**config.mk**
```make
export PLATFORM = sky130hd
export DESIGN_NAME = signed_count_rle_encoder_flat
export DESIGN_NICKNAME = d
export VERILOG_FILES = /design/src/rtl/scre_pkg.sv /design/src/rtl/scre_in_if.sv /design/src/rtl/scre_out_if.sv /design/src/rtl/signed_count_rle_encoder.sv /design/src/rtl/scre_ram.sv /design/src/rtl/scre_front.sv /design/src/rtl/scre_cmdq.sv /design/src/rtl/scre_back.sv /design/src/flat_wrapper.sv
export SDC_FILE = /design/constraint.sdc
export NUM_CORES = 2
export LEC_CHECK = 0
export BUFFER_PORTS_ARGS = -buffer_cell sky130_fd_sc_hd__buf_4
export CORE_MARGIN = 2
export CORE_UTILIZATION = 57
export CTS_CLUSTER_DIAMETER = 120
export DETAILED_ROUTE_END_ITERATION = 10
export PLACE_DENSITY = 0.79
export SYNTH_ARGS = -nofsm -noshare
export SYNTH_HDL_FRONTEND = slang
export SYNTH_SLANG_ARGS = --single-unit
export TNS_END_PERCENT = 10
```
**constraint.sdc**
```tcl
create_clock -name clk_i -period 4.16 [get_ports clk_i]
set_input_delay 0.624 -clock clk_i [delete_from_list [all_inputs] [get_ports clk_i]]
set_output_delay 0.624 -clock clk_i [all_outputs]
set_load 0.05 [all_outputs]
```
**src/rtl/scre_pkg.sv**
```systemverilog
`timescale 1ns / 1ps
// Shared types and constants of the signed-count run-length encoder.
package scre_pkg;

  // Widest packet element; positions and counts also fit in this width.
  localparam int unsigned CW = 8;
  // Port widths fixed by the interface.
  localparam int unsigned SampleW = 8;
  localparam int unsigned WordW = 64;
  localparam int unsigned ByteCntW = 4;
  // Bytes per output word and its slot index width.
  localparam int unsigned WordBytes = 8;
  localparam int unsigned SlotW = 3;
  // Depth of the packet command queue between front and back.
  localparam int unsigned QDepth = 2;

  // One closed packet handed from the front to the back.
  typedef struct packed {
    logic [CW-1:0] cnt;          // count element, zero-extended
    logic [CW-1:0] ndata;        // number of data elements, 1 and up
    logic [CW-1:0] first;        // first data element
    logic          last_of_run;  // last packet caused by its request
    logic          stream_done;  // final packet of the stream
  } cmd_t;

  typedef enum logic {
    BK_IDLE,
    BK_RUN
  } back_state_e;

endpackage

```
**src/rtl/scre_in_if.sv**
```systemverilog
`timescale 1ns / 1ps
// Input channel: one sample request with its end-of-stream mark.
interface scre_in_if import scre_pkg::*; ();
  logic               valid;
  logic               ready;
  logic [SampleW-1:0] sample;
  logic               end_of_stream;

  modport source(output valid, output sample, output end_of_stream, input ready);
  modport sink(input valid, input sample, input end_of_stream, output ready);
endinterface

```
**src/rtl/scre_out_if.sv**
```systemverilog
`timescale 1ns / 1ps
// Output channel: one packet word request with its byte count and flags.
interface scre_out_if import scre_pkg::*; ();
  logic                valid;
  logic                ready;
  logic [WordW-1:0]    out_bytes;
  logic [ByteCntW-1:0] byte_count;
  logic                last_of_run;
  logic                stream_done;

  modport source(output valid, output out_bytes, output byte_count,
                 output last_of_run, output stream_done, input ready);
  modport sink(input valid, input out_bytes, input byte_count,
               input last_of_run, input stream_done, output ready);
endinterface

```
**src/rtl/signed_count_rle_encoder.sv**
```systemverilog
`timescale 1ns / 1ps
// Top level of the signed-count run-length encoder.
// Flow: a request that closes a packet pushes its command into the queue; the back loads it,
// writes the packet's bytes into the word in order and registers each full or final word out.
// Input: a request is taken only while the command queue is empty and no literal packet
// drains; a request that closes a packet stalls the front until the back takes it, and a
// literal packet stalls it until the back has finished the packet.
// Reset: asynchronous, active low; clears control state, not the packet buffer.
module signed_count_rle_encoder import scre_pkg::*; #(
  parameter int unsigned ELEM_BITS = 8
) (
  input  logic       clk_i,
  input  logic       rst_ni,
  scre_in_if.sink    in_i,
  scre_out_if.source out_o
);

  localparam int unsigned AW = ELEM_BITS - 1;
  localparam int unsigned BufDepth = 1 << AW;

  // Front to queue: the packets closed by one request, at most two.
  logic push0, push1;
  cmd_t cmd0, cmd1;

  // Queue to back.
  logic q_empty, q_valid, q_pop;
  cmd_t q_cmd;

  // The back raises this while it reads the packet buffer, so the front never
  // overwrites literals that are still on their way out.
  logic back_busy_lit;

  // Packet buffer holds literal data elements 1 and up of the open packet;
  // element 0 travels in the command itself.
  logic                 buf_we;
  logic [AW-1:0]        buf_waddr, buf_raddr;
  logic [ELEM_BITS-1:0] buf_wdata, buf_rdata;

  scre_front #(
    .ELEM_BITS(ELEM_BITS)
  ) u_front (
    .clk_i          (clk_i),
    .rst_ni         (rst_ni),
    .in_i           (in_i),
    .q_empty_i      (q_empty),
    .back_busy_lit_i(back_busy_lit),
    .push0_o        (push0),
    .cmd0_o         (cmd0),
    .push1_o        (push1),
    .cmd1_o         (cmd1),
    .we_o           (buf_we),
    .waddr_o        (buf_waddr),
    .wdata_o        (buf_wdata)
  );

  scre_cmdq u_cmdq (
    .clk_i  (clk_i),
    .rst_ni (rst_ni),
    .push0_i(push0),
    .cmd0_i (cmd0),
    .push1_i(push1),
    .cmd1_i (cmd1),
    .empty_o(q_empty),
    .valid_o(q_valid),
    .cmd_o  (q_cmd),
    .pop_i  (q_pop)
  );

  scre_ram #(
    .WIDTH(ELEM_BITS),
    .DEPTH(BufDepth)
  ) u_buf (
    .clk_i  (clk_i),
    .we_i   (buf_we),
    .waddr_i(buf_waddr),
    .wdata_i(buf_wdata),
    .raddr_i(buf_raddr),
    .rdata_o(buf_rdata)
  );

  scre_back #(
    .ELEM_BITS(ELEM_BITS)
  ) u_back (
    .clk_i     (clk_i),
    .rst_ni    (rst_ni),
    .q_valid_i (q_valid),
    .cmd_i     (q_cmd),
    .q_pop_o   (q_pop),
    .raddr_o   (buf_raddr),
    .rdata_i   (buf_rdata),
    .busy_lit_o(back_busy_lit),
    .out_o     (out_o)
  );

endmodule

```
**src/rtl/scre_ram.sv**
```systemverilog
`timescale 1ns / 1ps
// Generic single-write, single-read RAM with registered read data.
module scre_ram #(
  parameter int unsigned WIDTH = 8,
  parameter int unsigned DEPTH = 128,
  localparam int unsigned AW = $clog2(DEPTH)
) (
  input  logic             clk_i,
  input  logic             we_i,
  input  logic [AW-1:0]    waddr_i,
  input  logic [WIDTH-1:0] wdata_i,
  input  logic [AW-1:0]    raddr_i,
  output logic [WIDTH-1:0] rdata_o
);

  logic [WIDTH-1:0] mem_q [DEPTH];

  always_ff @(posedge clk_i) begin
    if (we_i) begin
      mem_q[waddr_i] <= wdata_i;
    end
    rdata_o <= mem_q[raddr_i];
  end

endmodule

```
**src/rtl/scre_front.sv**
```systemverilog
`timescale 1ns / 1ps
// Front end: accepts samples, tracks the open packet and closes packets.
module scre_front import scre_pkg::*; #(
  parameter int unsigned ELEM_BITS = 8,
  localparam int unsigned AW = ELEM_BITS - 1
) (
  input  logic                 clk_i,
  input  logic                 rst_ni,
  scre_in_if.sink              in_i,
  input  logic                 q_empty_i,
  input  logic                 back_busy_lit_i,
  output logic                 push0_o,
  output cmd_t                 cmd0_o,
  output logic                 push1_o,
  output cmd_t                 cmd1_o,
  output logic                 we_o,
  output logic [AW-1:0]        waddr_o,
  output logic [ELEM_BITS-1:0] wdata_o
);

  localparam logic signed [ELEM_BITS-1:0] CntMax = {1'b0, {AW{1'b1}}};
  localparam logic signed [ELEM_BITS-1:0] CntMin = {1'b1, {AW{1'b0}}};
  localparam logic signed [ELEM_BITS-1:0] CntOne = ELEM_BITS'(1);

  // Data elements carried by a packet with count rc.
  function automatic logic [CW-1:0] data_len(input logic signed [ELEM_BITS-1:0] rc);
    logic [ELEM_BITS-1:0] neg;
    neg = -rc;
    return rc[ELEM_BITS-1] ? (CW'(neg) + CW'(1)) : CW'(1);
  endfunction

  function automatic logic [CW-1:0] cnt_elem(input logic signed [ELEM_BITS-1:0] rc);
    return CW'($unsigned(rc));
  endfunction

  logic                        open_q;
  logic signed [ELEM_BITS-1:0] rc_q, rc_n;
  logic [ELEM_BITS-1:0]        prev_q, first_q, first_n, s, neg_rc;
  logic                        accept, eos, has_a, ext;
  cmd_t                        cmd_a, cmd_b;

  assign in_i.ready = q_empty_i && !back_busy_lit_i;
  assign accept     = in_i.valid && in_i.ready;
  assign s          = in_i.sample[ELEM_BITS-1:0];
  assign eos        = in_i.end_of_stream;
  assign neg_rc     = -rc_q;

  always_comb begin
    rc_n    = rc_q;
    first_n = first_q;
    has_a   = 1'b0;
    ext     = 1'b0;
    cmd_a   = '0;
    if (!open_q) begin
      rc_n    = '0;
      first_n = s;
    end else if (s == prev_q) begin
      if (!rc_q[ELEM_BITS-1]) begin
        if (rc_q != CntMax) begin
          rc_n = rc_q + CntOne;
        end else begin
          has_a       = 1'b1;
          cmd_a.cnt   = cnt_elem(rc_q);
          cmd_a.ndata = CW'(1);
          rc_n        = '0;
          first_n     = s;
        end
      end else begin
        // The last literal leaves the literal packet and joins the new repeat.
        has_a       = 1'b1;
        cmd_a.cnt   = cnt_elem(rc_q + CntOne);
        cmd_a.ndata = CW'(neg_rc);
        rc_n        = CntOne;
        first_n     = s;
      end
    end else begin
      if ((rc_q[ELEM_BITS-1] || (rc_q == '0)) && (rc_q != CntMin)) begin
        ext  = 1'b1;
        rc_n = rc_q - CntOne;
      end else begin
        has_a       = 1'b1;
        cmd_a.cnt   = cnt_elem(rc_q);
        cmd_a.ndata = data_len(rc_q);
        rc_n        = '0;
        first_n     = s;
      end
    end
    cmd_a.first       = CW'(first_q);
    cmd_a.last_of_run = !eos;
    cmd_a.stream_done = 1'b0;

    cmd_b.cnt         = cnt_elem(rc_n);
    cmd_b.ndata       = data_len(rc_n);
    cmd_b.first       = CW'(first_n);
    cmd_b.last_of_run = 1'b1;
    cmd_b.stream_done = 1'b1;
  end

  // Data element k of the open packet, k of 1 and up, lives at buffer address k-1.
  assign we_o    = accept && ext;
  assign waddr_o = neg_rc[AW-1:0];
  assign wdata_o = s;

  assign push0_o = accept && (has_a || eos);
  assign cmd0_o  = has_a ? cmd_a : cmd_b;
  assign push1_o = accept && has_a && eos;
  assign cmd1_o  = cmd_b;

  always_ff @(posedge clk_i or negedge rst_ni) begin
    if (!rst_ni) begin
      open_q <= 1'b0;
      rc_q   <= '0;
      prev_q <= '0;
    end else if (accept) begin
      open_q <= !eos;
      rc_q   <= eos ? '0 : rc_n;
      prev_q <= eos ? '0 : s;
    end
  end

  always_ff @(posedge clk_i) begin
    if (accept) begin
      first_q <= first_n;
    end
  end

endmodule

```
**src/rtl/scre_cmdq.sv**
```systemverilog
`timescale 1ns / 1ps
// Two-entry packet command queue, up to two pushes and one pop per cycle.
module scre_cmdq import scre_pkg::*; (
  input  logic clk_i,
  input  logic rst_ni,
  input  logic push0_i,
  input  cmd_t cmd0_i,
  input  logic push1_i,
  input  cmd_t cmd1_i,
  output logic empty_o,
  output logic valid_o,
  output cmd_t cmd_o,
  input  logic pop_i
);

  localparam int unsigned CntW = $clog2(QDepth + 1);

  cmd_t            ent_q [QDepth];
  cmd_t            ent_d [QDepth];
  logic [CntW-1:0] cnt_q, cnt_d, cnt_p;
  logic            pop;

  assign valid_o = (cnt_q != '0);
  assign empty_o = !valid_o;
  assign cmd_o   = ent_q[0];
  assign pop     = pop_i && valid_o;

  always_comb begin
    ent_d = ent_q;
    cnt_p = cnt_q - CntW'(pop);
    if (pop) begin
      ent_d[0] = ent_q[1];
    end
    // The second push only comes together with the first, into an empty queue.
    if (push0_i) begin
      ent_d[cnt_p[0]] = cmd0_i;
    end
    if (push1_i) begin
      ent_d[1] = cmd1_i;
    end
    cnt_d = cnt_p + CntW'(push0_i) + CntW'(push1_i);
  end

  always_ff @(posedge clk_i or negedge rst_ni) begin
    if (!rst_ni) begin
      cnt_q <= '0;
    end else begin
      cnt_q <= cnt_d;
    end
  end

  always_ff @(posedge clk_i) begin
    ent_q <= ent_d;
  end

endmodule

```
**src/rtl/scre_back.sv**
```systemverilog
`timescale 1ns / 1ps
// Back end: serializes one packet a byte per cycle into 8-byte output words, holding while a full word waits.
module scre_back import scre_pkg::*; #(
  parameter int unsigned ELEM_BITS = 8,
  localparam int unsigned AW = ELEM_BITS - 1
) (
  input  logic                 clk_i,
  input  logic                 rst_ni,
  input  logic                 q_valid_i,
  input  cmd_t                 cmd_i,
  output logic                 q_pop_o,
  output logic [AW-1:0]        raddr_o,
  input  logic [ELEM_BITS-1:0] rdata_i,
  output logic                 busy_lit_o,
  scre_out_if.source           out_o
);

  back_state_e         state_q, state_d;
  cmd_t                cmd_q;
  logic [CW-1:0]       pos_q, pos_d, rd_pos;
  logic [SlotW-1:0]    slot_q;
  logic [WordW-1:0]    word_q, word_next;
  logic [7:0]          byte_val;
  logic                load, advance, last_byte, word_full, slot_free;
  logic                ov_q;
  logic [WordW-1:0]    ob_q;
  logic [ByteCntW-1:0] bc_q;
  logic                lr_q, sd_q;

  assign slot_free  = !ov_q || out_o.ready;
  assign last_byte  = (pos_q == cmd_q.ndata);
  assign word_full  = (slot_q == SlotW'(WordBytes - 1)) || last_byte;
  assign busy_lit_o = (state_q == BK_RUN) && (cmd_q.ndata > CW'(1));

  // Control outputs of the sequencer.
  always_comb begin
    load    = 1'b0;
    advance = 1'b0;
    unique case (state_q)
      BK_IDLE: load    = q_valid_i;
      BK_RUN:  advance = !word_full || slot_free;
      default: begin
        load    = 1'b0;
        advance = 1'b0;
      end
    endcase
  end

  always_comb begin
    state_d = state_q;
    unique case (state_q)
      BK_IDLE: if (q_valid_i) state_d = BK_RUN;
      BK_RUN:  if (advance && last_byte) state_d = BK_IDLE;
      default: state_d = BK_IDLE;
    endcase
  end

  assign q_pop_o = load;

  always_comb begin
    if (load) begin
      pos_d = '0;
    end else if (advance) begin
      pos_d = pos_q + CW'(1);
    end else begin
      pos_d = pos_q;
    end
  end

  // Read ahead: the address follows the next position so data lines up.
  assign rd_pos  = pos_d - CW'(2);
  assign raddr_o = rd_pos[AW-1:0];

  always_comb begin
    priority if (pos_q == '0) begin
      byte_val = cmd_q.cnt;
    end else if (pos_q == CW'(1)) begin
      byte_val = cmd_q.first;
    end else begin
      byte_val = 8'(rdata_i);
    end
    word_next = word_q;
    word_next[{slot_q, 3'b000} +: 8] = byte_val;
  end

  always_ff @(posedge clk_i or negedge rst_ni) begin
    if (!rst_ni) begin
      state_q <= BK_IDLE;
      pos_q   <= '0;
      slot_q  <= '0;
      word_q  <= '0;
      ov_q    <= 1'b0;
    end else begin
      state_q <= state_d;
      pos_q   <= pos_d;
      if (advance) begin
        slot_q <= word_full ? '0 : slot_q + SlotW'(1);
        word_q <= word_full ? '0 : word_next;
      end
      if (advance && word_full) begin
        ov_q <= 1'b1;
      end else if (out_o.ready) begin
        ov_q <= 1'b0;
      end
    end
  end

  always_ff @(posedge clk_i) begin
    if (load) begin
      cmd_q <= cmd_i;
    end
    if (advance && word_full) begin
      ob_q <= word_next;
      bc_q <= {1'b0, slot_q} + ByteCntW'(1);
      lr_q <= last_byte && cmd_q.last_of_run;
      sd_q <= last_byte && cmd_q.stream_done;
    end
  end

  assign out_o.valid       = ov_q;
  assign out_o.out_bytes   = ob_q;
  assign out_o.byte_count  = bc_q;
  assign out_o.last_of_run = lr_q;
  assign out_o.stream_done = sd_q;

endmodule

```
**src/flat_wrapper.sv**
```systemverilog
// flat-port wrapper written by rule: the top's interface ports become plain ports
module signed_count_rle_encoder_flat import scre_pkg::*;
#(
  parameter int unsigned ELEM_BITS = 8
)
  (clk_i, rst_ni, in_i_valid, in_i_sample, in_i_end_of_stream, in_i_ready, out_o_valid, out_o_out_bytes, out_o_byte_count, out_o_last_of_run, out_o_stream_done, out_o_ready);
  scre_in_if in_i_i ();
  scre_out_if out_o_i ();
  input  logic clk_i;
  input  logic rst_ni;
  input wire logic [$bits(in_i_i.valid)-1:0] in_i_valid;
  input wire logic [$bits(in_i_i.sample)-1:0] in_i_sample;
  input wire logic [$bits(in_i_i.end_of_stream)-1:0] in_i_end_of_stream;
  output wire logic [$bits(in_i_i.ready)-1:0] in_i_ready;
  output wire logic [$bits(out_o_i.valid)-1:0] out_o_valid;
  output wire logic [$bits(out_o_i.out_bytes)-1:0] out_o_out_bytes;
  output wire logic [$bits(out_o_i.byte_count)-1:0] out_o_byte_count;
  output wire logic [$bits(out_o_i.last_of_run)-1:0] out_o_last_of_run;
  output wire logic [$bits(out_o_i.stream_done)-1:0] out_o_stream_done;
  input wire logic [$bits(out_o_i.ready)-1:0] out_o_ready;
  assign in_i_i.valid = in_i_valid;
  assign in_i_i.sample = in_i_sample;
  assign in_i_i.end_of_stream = in_i_end_of_stream;
  assign in_i_ready = in_i_i.ready;
  assign out_o_valid = out_o_i.valid;
  assign out_o_out_bytes = out_o_i.out_bytes;
  assign out_o_byte_count = out_o_i.byte_count;
  assign out_o_last_of_run = out_o_i.last_of_run;
  assign out_o_stream_done = out_o_i.stream_done;
  assign out_o_i.ready = out_o_ready;
  signed_count_rle_encoder #(.ELEM_BITS(ELEM_BITS)) u_core (.clk_i(clk_i), .rst_ni(rst_ni), .in_i(in_i_i), .out_o(out_o_i));
endmodule
```
==> summary.txt <==
Power
  • Clock Power Share: a little under a quarter
  • Power Dens Cells: slightly above 800 mW/mm²
  • Int Power: 0.0290 W
  • Lkg Pwr: about 21 nW
  • Reg power frac: around 31%
  • VDD IR max: around 1400 µV
  • Sw Share: about two fifths
  • P_sw: between 0.02 and 0.025 W
  • Part of the power in combinational logic: 46.0%

Critical path
  • Arrival time worst endpoint: approximately 4.8 ns
  • Kind of critical path: reg2reg
  • Crit path max-delay cell type: dfrtp_1
  • Cell mode on critical path: mux2i_1
  • Worst Path Max Fanout: 63
  • CP endpoint kind: flip-flop
  • Critical-path cell list: ha_1, ha_1, nor2b_1, a21boi_4, nor2_2, o22a_4, inv_16, buf_16, mux2i_1, mux2i_1, mux2i_1, buf_4, mux2i_1, mux2i_1, a32oi_1, o211a_1
  • WP buf/inv: 3
  • Top delay family on crit path: compound AO/OA/AOI/OAI gates
  • Startpoint types: flip-flop
  • Data required time of the critical path: 4.85 ns
  • CP max stage delay: 0.39 ns

Synth
  • Syn_nets: between 4000 and 5000
  • Syn avg cell area: about 13 µm²
  • Most area-hungry cell type in the Yosys netlist: edfxtp_1
  • Distinct cells, synth: 82
  • Post-synth top flop: edfxtp_1
  • Syn Inst Count: 4032
  • EDFF count, synth: roughly 1200
  • Synth area leaders: edfxtp_1 65%, nand2_1 6.6%, mux2i_1 4.9%, dfrtp_1 4.5%, nand3_1 1.9%
  • #FFs+latches synth: around 1300
  • Yosys warns: 0
  • Yosys top cell area share: about 65%
  • Sequential element share of the synthesized area: 70.8%
  • Async set-reset flop share out of synthesis: ~7.5%
  • Syn Std Cell Area: ~0.053 mm²

Layout
  • Final Cell Area: 0.0603 mm²
  • Fill cells: 6346
  • Area Growth Syn to Fin: 13.2%
  • Register area: ~0.038 mm²
  • Multi-input logic area: approximately 0.014 mm²
  • Most common cell after layout, fill and taps aside: edfxtp_1
  • Layout cells sized above 1: 12.0%
  • Most frequent cells in the layout: 1152 x edfxtp_1, 933 x nand2_1, 263 x mux2i_1
  • Nets@finish: around 4200

Clock network
  • Max Root-Sink Buffers: 3
  • Post-CTS Setup Inserts: 0
  • Clk pin slew, worst setup/hold paths: ~0.060 ns
  • TritonCTS clock tree: built
  • CTS buffer count: 131
  • # hold bufs at CTS: 0
  • Clock Latency Late Sink: approximately 0.76 ns
  • Clock Sinks: between 1000 and 1500
  • Clock root buffer: clkbuf_16
  • CTS H-tree depth: 4

Floorplanning
  • Core ar.: just over 0.09 mm²
  • Die width: around 310 µm
  • IO Pins: 85
  • Starting Density: approximately 57%
  • DIE AREA: 0.0959 mm²
  • Rows: between 100 and 150
  • Die height: ~310 µm

Timing
  • Max Clock Freq: 0.246 GHz
  • Final Skew: between 0.03 and 0.04 ns
  • Final hold violations: 0
  • Slew Limit Fails: 0
  • Tightest Pin Transition: between 1 and 1.5 ns
  • Setup violations, final: 0
  • RSZ-0062 raised after global routing: yes
  • Slew HR: about a third
  • Final Critical Period: 4.06 ns
  • Final TNS setup: 0 ns
  • Crit share post-route: between 90% and 100%

GRT
  • Initial antenna violation count: 4
  • Vias in the first global route: about 33000
  • Pin count of the biggest net entering global routing: approximately 140
  • Overflow after GRT: 0
  • All-Layer GR Usage: approximately 29%
  • Global-route wire length before repair: just over 200 mm

Routing
  • WL final: 137 mm
  • Vias per std cell: approximately 6.3
  • WL/cell: 24.9 µm
  • Via count: around 35000
  • Initial drt markers: 4818
  • # DRC: 0
  • Drt pass-1 iters: 7
  • Antenna viol nets, final: 0

Placement
  • Placed inst area: 0.0560 mm²
  • Dpl hpwl: roughly 83 mm
  • IO buf count: 84
  • GPL Wtd Cong: ~0.94

Min path
  • Hold WC Path Type: in2async

Outcome
  • Status: complete, no violations

Flow run
  • Max-cap violation count: 0
-- stage by stage --
| stage | setup WS, ns | hold slack, ns | utilization (%) | cells | total power (W) |
|---|---|---|---|---|---|
| after CTS | 0.00795 | 0.0677 | 64.8 | 5519 | 0.0490 |
| after global placement | 0.0229 | 0.413 | 60.3 | 5284 | 0.0372 |
| after global routing | -0.00371 | 0.102 | 64.9 | 5521 | 0.0515 |
| after detailed placement | -0.0140 | 0.415 | 60.3 | 5284 | 0.0375 |
| after floorplan | -0.262 | 0.328 | - | 4032 | 0.0295 |
| final | 0.0962 | 0.0468 | 64.9 | 5522 | 0.0497 |
-- cells by family after synthesis --
group	synth area share [%]
XOR/XNOR	0.637
buffers and inverters	2.45
AND/OR/NAND/NOR	12.4
AO/OA/AOI/OAI	7.78
adder cells (fa/ha/maj)	0.390
multiplexers	5.55
flip-flops	70.8
-- synth_stat cells, types with 18 or more instances --
library cell / number
buf_2: 69
o311ai_1: 21
mux2_2: 25
nor3_1: 18
dfxtp_1: 36
edfxtp_1: 1152
nor2_1: 192
dfrtp_1: 96
a21oi_1: 75
and2_1: 63
inv_1: 20
mux2i_1: 263
and2_0: 19
a211oi_1: 72
nand3_1: 199
o21ai_0: 82
buf_4: 28
buf_1: 25
a221oi_1: 21
nand2_1: 934
and3_1: 65
clkbuf_1: 143
a311oi_1: 84
xnor2_1: 20
a22oi_1: 33
a31oi_1: 63
-- area by class of cell --
cell class	count	share of cell area (%)
Antenna cell	2	0.00830
Inverter	26	0.201
Clock buffer	159	5.75
Tap cell	1254	2.60
Clock inverter	76	1.21
Timing Repair Buffer	266	3.91
Sequential cell	1284	62.6
Multi-Input combinational cell	2455	23.8
-- flip-flops by register name, indices dropped and copies added (netlist names), 2 cells and up --
register / count
u_core.u_front.rc_q: 8
u_core.u_back.out_o.byte_count: 4
u_core.u_buf.rdata_o: 8
u_core.u_front.prev_q: 8
u_core.u_buf.mem_q: 1024
u_core.u_back.cmd_q: 26
u_core.u_back.slot_q: 3
u_core.u_cmdq.cnt_q: 2
u_core.u_back.word_q: 64
u_core.u_cmdq.ent_q: 26
u_core.u_back.out_o.out_bytes: 64
u_core.u_front.first_q: 8
u_core.u_back.pos_q: 8
u_core.u_cmdq.cmd_o: 26
-- worst paths after layout --
kind | endpoint | start | depth (start not counted) | slack, ns
worst min register to register | u_core.u_back.cmd_q[8] | u_core.u_cmdq.cmd_o[8] | 0 | 0.44
max in group asynchronous | u_core.u_back.pos_q[6] | rst_ni | 2 | 3.24
worst max register to register | u_core.u_buf.rdata_o[6] | u_core.u_back.slot_q[1] | 16 | 0.1
worst max-delay path | u_core.u_buf.rdata_o[6] | u_core.u_back.slot_q[1] | 16 | 0.1
worst min-delay path | u_core.u_back.word_q[16] | rst_ni | 1 | 0.05
min in group clk_i | u_core.u_front.open_q | in_i_end_of_stream | 2 | 0.27
-- metal layers --
layer | wire length, µm | global-route usage, %
met2 | 64100 | 44.1
met4 | 5640 | 11.7
met1 | 53600 | 39.9
met3 | 14100 | 5.85
met5 | 24 | 0
-- power groups by stage --
stage	Clock, W	Sequential, W	Combinational [W]
6_report	0.0115	0.0154	0.0228
5_1_grt	0.0121	0.0154	0.0241
4_1_cts	0.0116	0.0153	0.0221
3_5_place_dp	0	0.0156	0.0219
3_3_place_gp	0	0.0156	0.0217
2_1_floorplan	0	0.0162	0.0134
-- timing repair --
item | CTS | global route
pin swaps | 0 | 0
cloned | 0 | 1
setup endpoints to repair | 1 | 8
gates resized for setup | 1 | 9
Note: power is estimated with default switching activity, not from simulation.
